[src/hdl/hrhp_pkg.sv]
// Package for the HTTP response head parser: phase and event codes, sizes.
// No dependencies.
package hrhp_pkg;

   localparam int unsigned HEAD_BYTES_MAX_DEF = 65536;
   localparam int unsigned CFG_W = 17;
   localparam logic [CFG_W-1:0] MAX_HEAD_RESET = 17'd4096;

   typedef enum logic [4:0] {
      PH_H, PH_T1, PH_T2, PH_P, PH_SLASH, PH_VER_FIRST, PH_VER,
      PH_CODE_FIRST, PH_CODE, PH_REASON, PH_LINE_LF,
      PH_HDR_START, PH_NAME, PH_VAL_BEFORE, PH_VAL, PH_HDR_LF, PH_END_LF,
      PH_DONE, PH_FAIL
   } phase_type;

   typedef enum logic [2:0] {
      EV_MORE = 3'd0, EV_STATUS = 3'd1, EV_HEADER = 3'd2,
      EV_DONE = 3'd3, EV_ERROR = 3'd4
   } event_type;

   localparam int unsigned CAND_CONN = 0;
   localparam int unsigned CAND_CLEN = 1;
   localparam int unsigned CAND_TENC = 2;

   localparam logic [1:0] BODY_NONE = 2'd0;
   localparam logic [1:0] BODY_CLEN = 2'd1;
   localparam logic [1:0] BODY_CHUNK = 2'd2;

   localparam logic [30:0] LEN_LIMIT = 31'h7FFF_FFFF;
   localparam logic [9:0] CODE_SAT = 10'd1000;
   localparam logic [16:0] FIELD_SAT = 17'h1FFFF;

   // parse state carried from one byte to the next
   typedef struct packed {
      phase_type   phase;
      logic [2:0]  flags;
      logic [16:0] field_len;
      logic [16:0] ver_len;
      logic [9:0]  code;
      logic [30:0] clen;
      logic [16:0] count;
      logic [1:0]  body;
      logic        keep;
   } parse_state_type;

   function automatic logic [7:0] lower(input logic [7:0] c);
      return (c >= 8'h41 && c <= 8'h5A) ? c + 8'd32 : c;
   endfunction

   // character of each candidate name at a position (lower case)
   function automatic logic [7:0] conn_char(input logic [4:0] p);
      case (p)
         5'd0: return "c"; 5'd1: return "o"; 5'd2: return "n"; 5'd3: return "n";
         5'd4: return "e"; 5'd5: return "c"; 5'd6: return "t"; 5'd7: return "i";
         5'd8: return "o"; 5'd9: return "n";
         default: return 8'h00;
      endcase
   endfunction

   function automatic logic [7:0] clen_char(input logic [4:0] p);
      case (p)
         5'd0: return "c"; 5'd1: return "o"; 5'd2: return "n"; 5'd3: return "t";
         5'd4: return "e"; 5'd5: return "n"; 5'd6: return "t"; 5'd7: return "-";
         5'd8: return "l"; 5'd9: return "e"; 5'd10: return "n"; 5'd11: return "g";
         5'd12: return "t"; 5'd13: return "h";
         default: return 8'h00;
      endcase
   endfunction

   function automatic logic [7:0] tenc_char(input logic [4:0] p);
      case (p)
         5'd0: return "t"; 5'd1: return "r"; 5'd2: return "a"; 5'd3: return "n";
         5'd4: return "s"; 5'd5: return "f"; 5'd6: return "e"; 5'd7: return "r";
         5'd8: return "-"; 5'd9: return "e"; 5'd10: return "n"; 5'd11: return "c";
         5'd12: return "o"; 5'd13: return "d"; 5'd14: return "i"; 5'd15: return "n";
         5'd16: return "g";
         default: return 8'h00;
      endcase
   endfunction

endpackage

[src/hdl/hrhp_step.sv]
// One-byte parse step: combinational next state and event for a byte.
// Depends on hrhp_pkg.
module hrhp_step (
   input  hrhp_pkg::parse_state_type cur_st,
   input  logic [7:0]                c,
   input  logic                      start,
   input  logic [16:0]               limit,
   output hrhp_pkg::parse_state_type nxt_st,
   output hrhp_pkg::event_type       ev
);
   import hrhp_pkg::*;

   parse_state_type s;
   parse_state_type n;
   event_type       e;
   logic            digit;
   logic [3:0]      d;
   logic [7:0]      lc;
   logic [4:0]      pos;
   logic            fl_lt32;
   logic [2:0]      nf;
   logic [34:0]     clen_x10;
   logic [34:0]     clen_new;
   logic [13:0]     code_new;
   logic            printable;

   always_comb begin
      s = cur_st;
      if (start) begin
         s.phase = PH_H; s.flags = 3'b111; s.field_len = '0; s.ver_len = '0;
         s.code = '0; s.clen = '0; s.count = '0; s.body = BODY_NONE; s.keep = 1'b0;
      end
      digit = (c >= "0") && (c <= "9");
      d = c[3:0];
      lc = lower(c);
      printable = (c >= 8'd32) && (c <= 8'd126);
      code_new = 14'(s.code) * 14'd10 + 14'(d);
      clen_x10 = 35'(s.clen) * 35'd10;
      clen_new = clen_x10 + 35'(d);
      n = s;
      e = EV_MORE;
      // name position for candidate compare; positions past 31 never match
      fl_lt32 = (s.field_len < 17'd32);
      pos = s.field_len[4:0];
      nf = '0;
      if (s.phase == PH_DONE || s.phase == PH_FAIL) begin
         n = s;
         e = EV_ERROR;
      end else begin
         if (s.count != FIELD_SAT) n.count = s.count + 17'd1;
         case (s.phase)
            PH_H:  if (lc != "h") e = EV_ERROR; else n.phase = PH_T1;
            PH_T1: if (lc != "t") e = EV_ERROR; else n.phase = PH_T2;
            PH_T2: if (lc != "t") e = EV_ERROR; else n.phase = PH_P;
            PH_P:  if (lc != "p") e = EV_ERROR; else n.phase = PH_SLASH;
            PH_SLASH: begin
               if (c != "/") e = EV_ERROR;
               else begin
                  n.ver_len = 17'd5;
                  n.phase = PH_VER_FIRST;
               end
            end
            PH_VER_FIRST, PH_VER: begin
               if (c == " " && s.phase == PH_VER) n.phase = PH_CODE_FIRST;
               else if (!digit && c != ".") e = EV_ERROR;
               else begin
                  if (s.ver_len != FIELD_SAT) n.ver_len = s.ver_len + 17'd1;
                  n.phase = PH_VER;
               end
            end
            PH_CODE_FIRST, PH_CODE: begin
               if (c == " " && s.phase == PH_CODE) n.phase = PH_REASON;
               else if (!digit) e = EV_ERROR;
               else begin
                  n.code = (code_new > 14'(CODE_SAT)) ? CODE_SAT : code_new[9:0];
                  n.phase = PH_CODE;
               end
            end
            PH_REASON: if (c == 8'h0D) n.phase = PH_LINE_LF;
            PH_LINE_LF: begin
               if (c != 8'h0A || s.ver_len < 17'd8 || s.code < 10'd1 || s.code > 10'd999)
                  e = EV_ERROR;
               else begin
                  n.phase = PH_HDR_START;
                  e = EV_STATUS;
               end
            end
            PH_HDR_START, PH_NAME: begin
               if (s.phase == PH_HDR_START && c == 8'h0D) n.phase = PH_END_LF;
               else if (!printable) e = EV_ERROR;
               else if (s.phase == PH_NAME && c == ":") begin
                  nf[CAND_CONN] = s.flags[CAND_CONN] && s.field_len == 17'd10;
                  nf[CAND_CLEN] = s.flags[CAND_CLEN] && s.field_len == 17'd14;
                  nf[CAND_TENC] = s.flags[CAND_TENC] && s.field_len == 17'd17;
                  n.flags = nf;
                  n.field_len = '0;
                  if (nf[CAND_CLEN]) n.clen = '0;
                  n.phase = PH_VAL_BEFORE;
               end else begin
                  // first name byte restarts all candidates at position zero
                  if (s.phase == PH_HDR_START) begin
                     s.flags = 3'b111;
                     s.field_len = '0;
                     fl_lt32 = 1'b1;
                     pos = '0;
                  end
                  nf[CAND_CONN] = s.flags[CAND_CONN] && fl_lt32 && lc == conn_char(pos);
                  nf[CAND_CLEN] = s.flags[CAND_CLEN] && fl_lt32 && lc == clen_char(pos);
                  nf[CAND_TENC] = s.flags[CAND_TENC] && fl_lt32 && lc == tenc_char(pos);
                  n.flags = nf;
                  n.field_len = (s.field_len != FIELD_SAT) ? s.field_len + 17'd1 : s.field_len;
                  n.phase = PH_NAME;
               end
            end
            PH_VAL_BEFORE, PH_VAL: begin
               if (s.phase == PH_VAL_BEFORE && c == " ") n.phase = PH_VAL_BEFORE;
               else if (c == 8'h0D) n.phase = PH_HDR_LF;
               else begin
                  n.phase = PH_VAL;
                  if (s.field_len != FIELD_SAT) n.field_len = s.field_len + 17'd1;
                  if (s.flags[CAND_CLEN]) begin
                     if (!digit || clen_new > 35'(LEN_LIMIT)) e = EV_ERROR;
                     else n.clen = clen_new[30:0];
                  end
               end
            end
            PH_HDR_LF: begin
               if (c != 8'h0A) e = EV_ERROR;
               else if (s.flags[CAND_CLEN] && s.field_len == '0) e = EV_ERROR;
               else begin
                  if (s.flags[CAND_CONN] && s.field_len > 17'd5) n.keep = 1'b1;
                  if (s.flags[CAND_CLEN]) n.body = BODY_CLEN;
                  if (s.flags[CAND_TENC]) n.body = BODY_CHUNK;
                  n.phase = PH_HDR_START;
                  e = EV_HEADER;
               end
            end
            PH_END_LF: begin
               if (c != 8'h0A) e = EV_ERROR;
               else begin
                  n.phase = PH_DONE;
                  e = EV_DONE;
               end
            end
            default: e = EV_ERROR;
         endcase
         if (e != EV_DONE && e != EV_ERROR && n.count >= limit) e = EV_ERROR;
         if (e == EV_ERROR) n.phase = PH_FAIL;
      end
      nxt_st = n;
      ev = e;
   end
endmodule

[src/hdl/http_response_head_parser.sv]
// HTTP response head parser, top level: input register, step logic, result register.
// Depends on hrhp_pkg and hrhp_step.
// A transferred byte waits in the input register; its result is then registered in the
// result register, which drives rsp_. Throughput: one byte per cycle; input stalls
// only when both the input and result registers hold items and the result is not taken.
// Reset: synchronous, active high; clears parse state, valids and sets the byte limit to 4096.
module http_response_head_parser #(
   parameter int unsigned HEAD_BYTES_MAX = hrhp_pkg::HEAD_BYTES_MAX_DEF
) (
   input  logic        clock,
   input  logic        reset,
   input  logic        req_valid,
   output logic        req_ready,
   input  logic [7:0]  req_in_byte,
   input  logic        req_start_message,
   output logic        rsp_valid,
   input  logic        rsp_ready,
   output logic [2:0]  rsp_event_res,
   output logic [9:0]  rsp_resp_code,
   output logic [30:0] rsp_length_value,
   output logic [1:0]  rsp_body_kind,
   output logic        rsp_keep_alive,
   output logic [16:0] rsp_head_length,
   input  logic        csr_write_enable,
   input  logic [16:0] csr_write_data
);
   import hrhp_pkg::*;

   localparam logic [16:0] LIMIT_CAP = 17'(HEAD_BYTES_MAX > 17'h1FFFF ? 17'h1FFFF
                                                                      : HEAD_BYTES_MAX);

   logic [16:0]     max_head_ff;
   logic [16:0]     limit;
   // input register
   logic            in_v_ff;
   logic [7:0]      in_byte_ff;
   logic            in_start_ff;
   // parse state register
   parse_state_type st_ff;
   parse_state_type st_in;
   event_type       ev;
   // result register
   logic            out_v_ff;
   logic [2:0]      ev_ff;
   logic [9:0]      code_ff;
   logic [30:0]     clen_ff;
   logic [1:0]      body_ff;
   logic            keep_ff;
   logic [16:0]     count_ff;
   logic            advance;

   // the step fires when the result register is free or draining this cycle
   assign advance   = in_v_ff && (!out_v_ff || rsp_ready);
   assign req_ready = !in_v_ff || advance;
   assign limit     = (max_head_ff > LIMIT_CAP) ? LIMIT_CAP : max_head_ff;

   hrhp_step u_step (
      .cur_st (st_ff),
      .c      (in_byte_ff),
      .start  (in_start_ff),
      .limit  (limit),
      .nxt_st (st_in),
      .ev     (ev)
   );

   always_ff @(posedge clock) begin
      if (reset) begin
         max_head_ff <= MAX_HEAD_RESET;
         in_v_ff     <= 1'b0;
         out_v_ff    <= 1'b0;
         st_ff.phase <= PH_H;
         st_ff.flags <= 3'b111;
         st_ff.field_len <= '0;
         st_ff.ver_len <= '0;
         st_ff.code  <= '0;
         st_ff.clen  <= '0;
         st_ff.count <= '0;
         st_ff.body  <= BODY_NONE;
         st_ff.keep  <= 1'b0;
      end else begin
         if (csr_write_enable) max_head_ff <= csr_write_data;
         if (req_ready) in_v_ff <= req_valid;
         if (advance) begin
            st_ff    <= st_in;
            out_v_ff <= 1'b1;
         end else if (rsp_ready) begin
            out_v_ff <= 1'b0;
         end
      end
   end

   always_ff @(posedge clock) begin
      if (req_ready && req_valid) begin
         in_byte_ff  <= req_in_byte;
         in_start_ff <= req_start_message;
      end
      if (advance) begin
         ev_ff    <= ev;
         code_ff  <= st_in.code;
         clen_ff  <= st_in.clen;
         body_ff  <= st_in.body;
         keep_ff  <= st_in.keep;
         count_ff <= st_in.count;
      end
   end

   assign rsp_valid          = out_v_ff;
   assign rsp_event_res      = ev_ff;
   assign rsp_resp_code      = code_ff;
   assign rsp_length_value   = clen_ff;
   assign rsp_body_kind      = body_ff;
   assign rsp_keep_alive     = keep_ff;
   assign rsp_head_length    = count_ff;
endmodule

[config.mk]
export PLATFORM = sky130hd
export DESIGN_NAME = http_response_head_parser
export DESIGN_NICKNAME = d
export VERILOG_FILES = /design/src/hdl/hrhp_pkg.sv /design/src/hdl/hrhp_step.sv /design/src/hdl/http_response_head_parser.sv
export SDC_FILE = /design/constraint.sdc
export NUM_CORES = 1
export LEC_CHECK = 0
export BUFFER_PORTS_ARGS = -buffer_cell sky130_fd_sc_hd__buf_2
export CAP_MARGIN = 20
export CORE_UTILIZATION = 41
export CTS_CLUSTER_SIZE = 40
export DETAILED_ROUTE_END_ITERATION = 16
export GPL_TIMING_DRIVEN = 0
export MAX_ROUTING_LAYER = met4
export PLACE_DENSITY = 0.55
export SLEW_MARGIN = 20
export SYNTH_ARGS = -nofsm -noshare
export SYNTH_HDL_FRONTEND = slang
export SYNTH_SLANG_ARGS = --single-unit
[constraint.sdc]
create_clock -name clock -period 8.5 [get_ports clock]
set_input_delay 0.425 -clock clock [delete_from_list [all_inputs] [get_ports clock]]
set_output_delay 0.425 -clock clock [all_outputs]
set_load 0.01 [all_outputs]
==> results.tsv <==
stage	metric	value	unit
status	status	finished, final reports clean	
yosys	syn_area	15900	µm²
sta	slew_viol_final	0	
drt	wl_per_cell	21.8	µm
power	leakage	6.66	nW
global_route	grt_max_degree	28	
cells_and_area	area_growth	11.6	%
worst_setup_path	critical_path_class	register to register	
power	finalPower	0.00222	W
place	gp_congestion	0.988	
yosys	synth-edff-count	73	
drt	drc	0	
power	pwr-share-seq	0.461	
yosys	ys.flop_type	dfxtp_1	
min_path	holdPathEnd	in_byte_ff[5]	
global_route	grt_overflow	0	
power	vdd_drop_max	0.158	mV
place	hpwl	45000	µm
global_route	grt_pass1_vias	15200	
cts	cts_sinks	195	
sta	finClkSkew	0.0211	ns
floorplan	initial_core_util	0.420	
global_route	grt_usage	0.308	
place	post-place-cells	2651	
floorplan	rows	71	
worst_setup_path	crit_fanout	10	
worst_setup_path	cp.arrival	8.62	ns
cells_and_area	final_cells	2686	
cts	path_clk_slew	0.09	ns
worst_setup_path	r2r-start	in_start_ff	
yosys	yosysWarnings	0	
cts	clk_path_buf_depth	2	
worst_setup_path	worstPathCellList	clkbuf_4 -> inv_1 -> clkbuf_1 -> clkbuf_1 -> clkbuf_1 -> clkbuf_1 -> and3_1 -> ha_1 -> buf_4 -> a21oi_1 -> nand4_1 -> a211oi_2 -> nand3_2 -> nor3_2 -> nand4_1 -> o31a_1 -> and4b_2 -> o211ai_4 -> and2_1 -> buf_4 -> buf_6 -> nand2_1 -> o21ai_0	
floorplan	dieHeight	199	µm
floorplan	die_w	199	µm
yosys	async_reset_ff_frac	0	
cts	cts_root_buffer	clkbuf_16	
cells_and_area	drive_above_1_share	0.111	
min_path	min_path_cells	1	
sta	fin_hold_ws	0.114	ns
power	p_per_area	125	nW/µm²
yosys	ys_ff_latch	195	
run	maxCapViolCount	0	
yosys	yosysSeqAreaShare	0.291	
sta	hold_viol	0	
cts	hold_buffers	0	
floorplan	fp.dieArea	39700	µm²
sta	maxSlewHeadroom	0.248	
cells_and_area	n_antenna_cell	0	
floorplan	ios	97	
sta	fmax	0.120	GHz
min_path	hp-class	primary input to register	
worst_setup_path	setup.worst_path.end_class	register	
drt	routed_wl	58500	µm
place	dpl_cell_area	17100	µm²
power	clkPwrFrac	0.397	
cts	cts_tree	built	
worst_setup_path	cp_slowest_cell	clkbuf_1	
worst_setup_path	ff2ff_path_depth	23	
yosys	synthDistinctLibCells	109	
drt	drt-initial-drc-count	1348	
sta	rsz0062_at_grt	no	
yosys	netlist_instances	2043	
worst_setup_path	cp_data_required_time	8.76	ns
power	combPwrFrac	0.142	
global_route	antenna_found_initial	1	
worst_setup_path	reg2reg_to	rsp_length_value[5]	
sta	worst_pin_slew	1.11	ns
cells_and_area	layout.nets	2285	
drt	vias_per_cell	6.01	
drt	antenna_left	0	
cells_and_area	design_area	17800	µm²
sta	setup_violations	0	
global_route	grt_pass1_wl	90400	µm
worst_setup_path	cpMostUsedCell	clkbuf_1	
yosys	synthesis.nets	2166	
cts	cts_buffers	17	
cts	htree_levels	4	
power	p_int	0.00153	W
worst_setup_path	critPathMaxStageDelay	0.89	ns
yosys	syn_area_per_cell	7.80	µm²
sta	period_share	0.984	
sta	finalCriticalPeriod	8.36	ns
min_path	hold_path.startpoint	req_in_byte[5]	
cts	clk_latency	0.49	ns
worst_setup_path	start_kind	register	
drt	vias	16200	
power	p_switching	0.000691	W
worst_setup_path	r2r_slack	0.14	ns
power	netSwitchingFraction	0.311	
drt	dr.pass1.iters	8	
floorplan	core_area	37900	µm²
place	port_buffers	95	
==> power groups by stage <==
stage               sequential (W)  clock, W  combinational (W)
floorplan                  0.00105         0           0.000189
global placement           0.00105         0           0.000304
detailed placement         0.00105         0           0.000308
CTS                        0.00102  0.000900           0.000310
global route               0.00103  0.000931           0.000342
finish                     0.00102  0.000883           0.000314
==> worst max-delay path by stage <==
stage | startpoint | end | cells after the start
after floorplan | in_start_ff | rsp_length_value[10] | 26
after global placement | in_start_ff | rsp_length_value[20] | 24
after detailed placement | in_start_ff | rsp_length_value[20] | 24
after CTS | in_start_ff | rsp_length_value[5] | 25
after global routing | in_start_ff | rsp_length_value[5] | 23
final | in_start_ff | rsp_length_value[5] | 23
==> kinds of logic after synthesis <==
family / count (synthesis) / synth area share
compound gates: 536 / 0.225
xor+xnor: 116 / 0.0642
fa+ha+maj: 94 / 0.0749
buf+inv: 167 / 0.0434
flops: 195 / 0.291
mux: 37 / 0.0243
simple gates: 898 / 0.277
==> sequential cells by signal, indices dropped and copies added (netlist names) <==
name              flops
st_ff               103
rsp_length_value     31
max_head_ff          17
rsp_head_length      17
rsp_resp_code        10
in_byte_ff            8
rsp_event_res         3
rsp_body_kind         2
in_start_ff           1
in_v_ff               1
rsp_keep_alive        1
rsp_valid             1
==> layout make-up <==
type / count / area (µm²)
fill: 3877 / 20100
multi-input combinational: 1681 / 10600
sequential: 195 / 4630
tap: 511 / 639
timing repair buffer: 101 / 546
buffer: 115 / 518
clock buffer: 17 / 425
clock inverter: 15 / 203
inverter: 51 / 191
==> metal layers <==
metal,vias up,track usage,share of wire
met2,576,0.488,0.46
met1,7779,0.410,0.46
li1,7698,-,-
met3,100,0.0407,0.061
met4,0,0.0803,0.021
met5,-,-,0
==> Yosys cell counts, drive strengths merged (27+ instances only) <==
library cell,n,area (µm²)
edfxtp,73,2190
a21oi,135,694
xor2,38,333
nor2b,50,313
clkbuf,88,332
nor4,33,228
ha,89,1110
nand2,277,1040
nand3,62,333
a31oi,27,175
nor2,219,822
inv,48,180
nor3,64,342
buf,28,169
o21ai,152,802
xnor2,78,691
dfxtp,122,2440
nand4,41,275
and3,36,225
==> stage by stage <==
step / util / worst slack (ns) / TNS (ns)
after global placement: 0.450 / -2.53 / -141.12
after detailed placement: 0.451 / -2.54 / -142.48
after CTS: 0.468 / 0.0183 / 0
after global routing: 0.469 / 0.00325 / 0
final: 0.469 / 0.138 / 0
after floorplan: - / 2.13 / 0
==> cells in the final DEF, fill, tap and decap left out, types with 11 or more instances in the layout <==
cell type	instances
a31oi_1	26
and3_1	36
nand2_1	277
nand4_1	38
buf_2	109
dfxtp_1	122
and2_1	25
clkbuf_1	79
nor4_1	30
o21ai_0	130
inv_1	47
nor2b_1	50
nor3_1	60
clkbuf_16	17
nand2b_1	16
o31ai_1	14
xnor2_1	77
a21o_1	21
nor2_1	219
a211oi_1	18
o21ai_2	11
ha_1	89
o211ai_1	12
o21a_1	16
a311oi_1	15
mux2i_1	23
nand3_1	59
o22ai_1	16
nor3b_1	11
o21ai_1	11
edfxtp_1	73
mux2_2	14
xor2_1	38
a21oi_1	131
or3_1	20
==> critical path: cells and delay by family, from the launching register on <==
kind,cells,cell delay [ns]
flip-flops,1,0.54
AND/OR/NAND/NOR,8,1.94
AO/OA/AOI/OAI,5,1.57
adder cells (fa/ha/maj),1,0.22
buffers and inverters,9,3.84
==> repair_timing <==
action	4_1_cts	5_1_grt
setup endpoints to repair	73	58
endpoints found under the hold margin	0	0
setup buffers	0	4
pin swaps	0	1
resized for setup	10	5
Power figures use the tool's default switching activity.
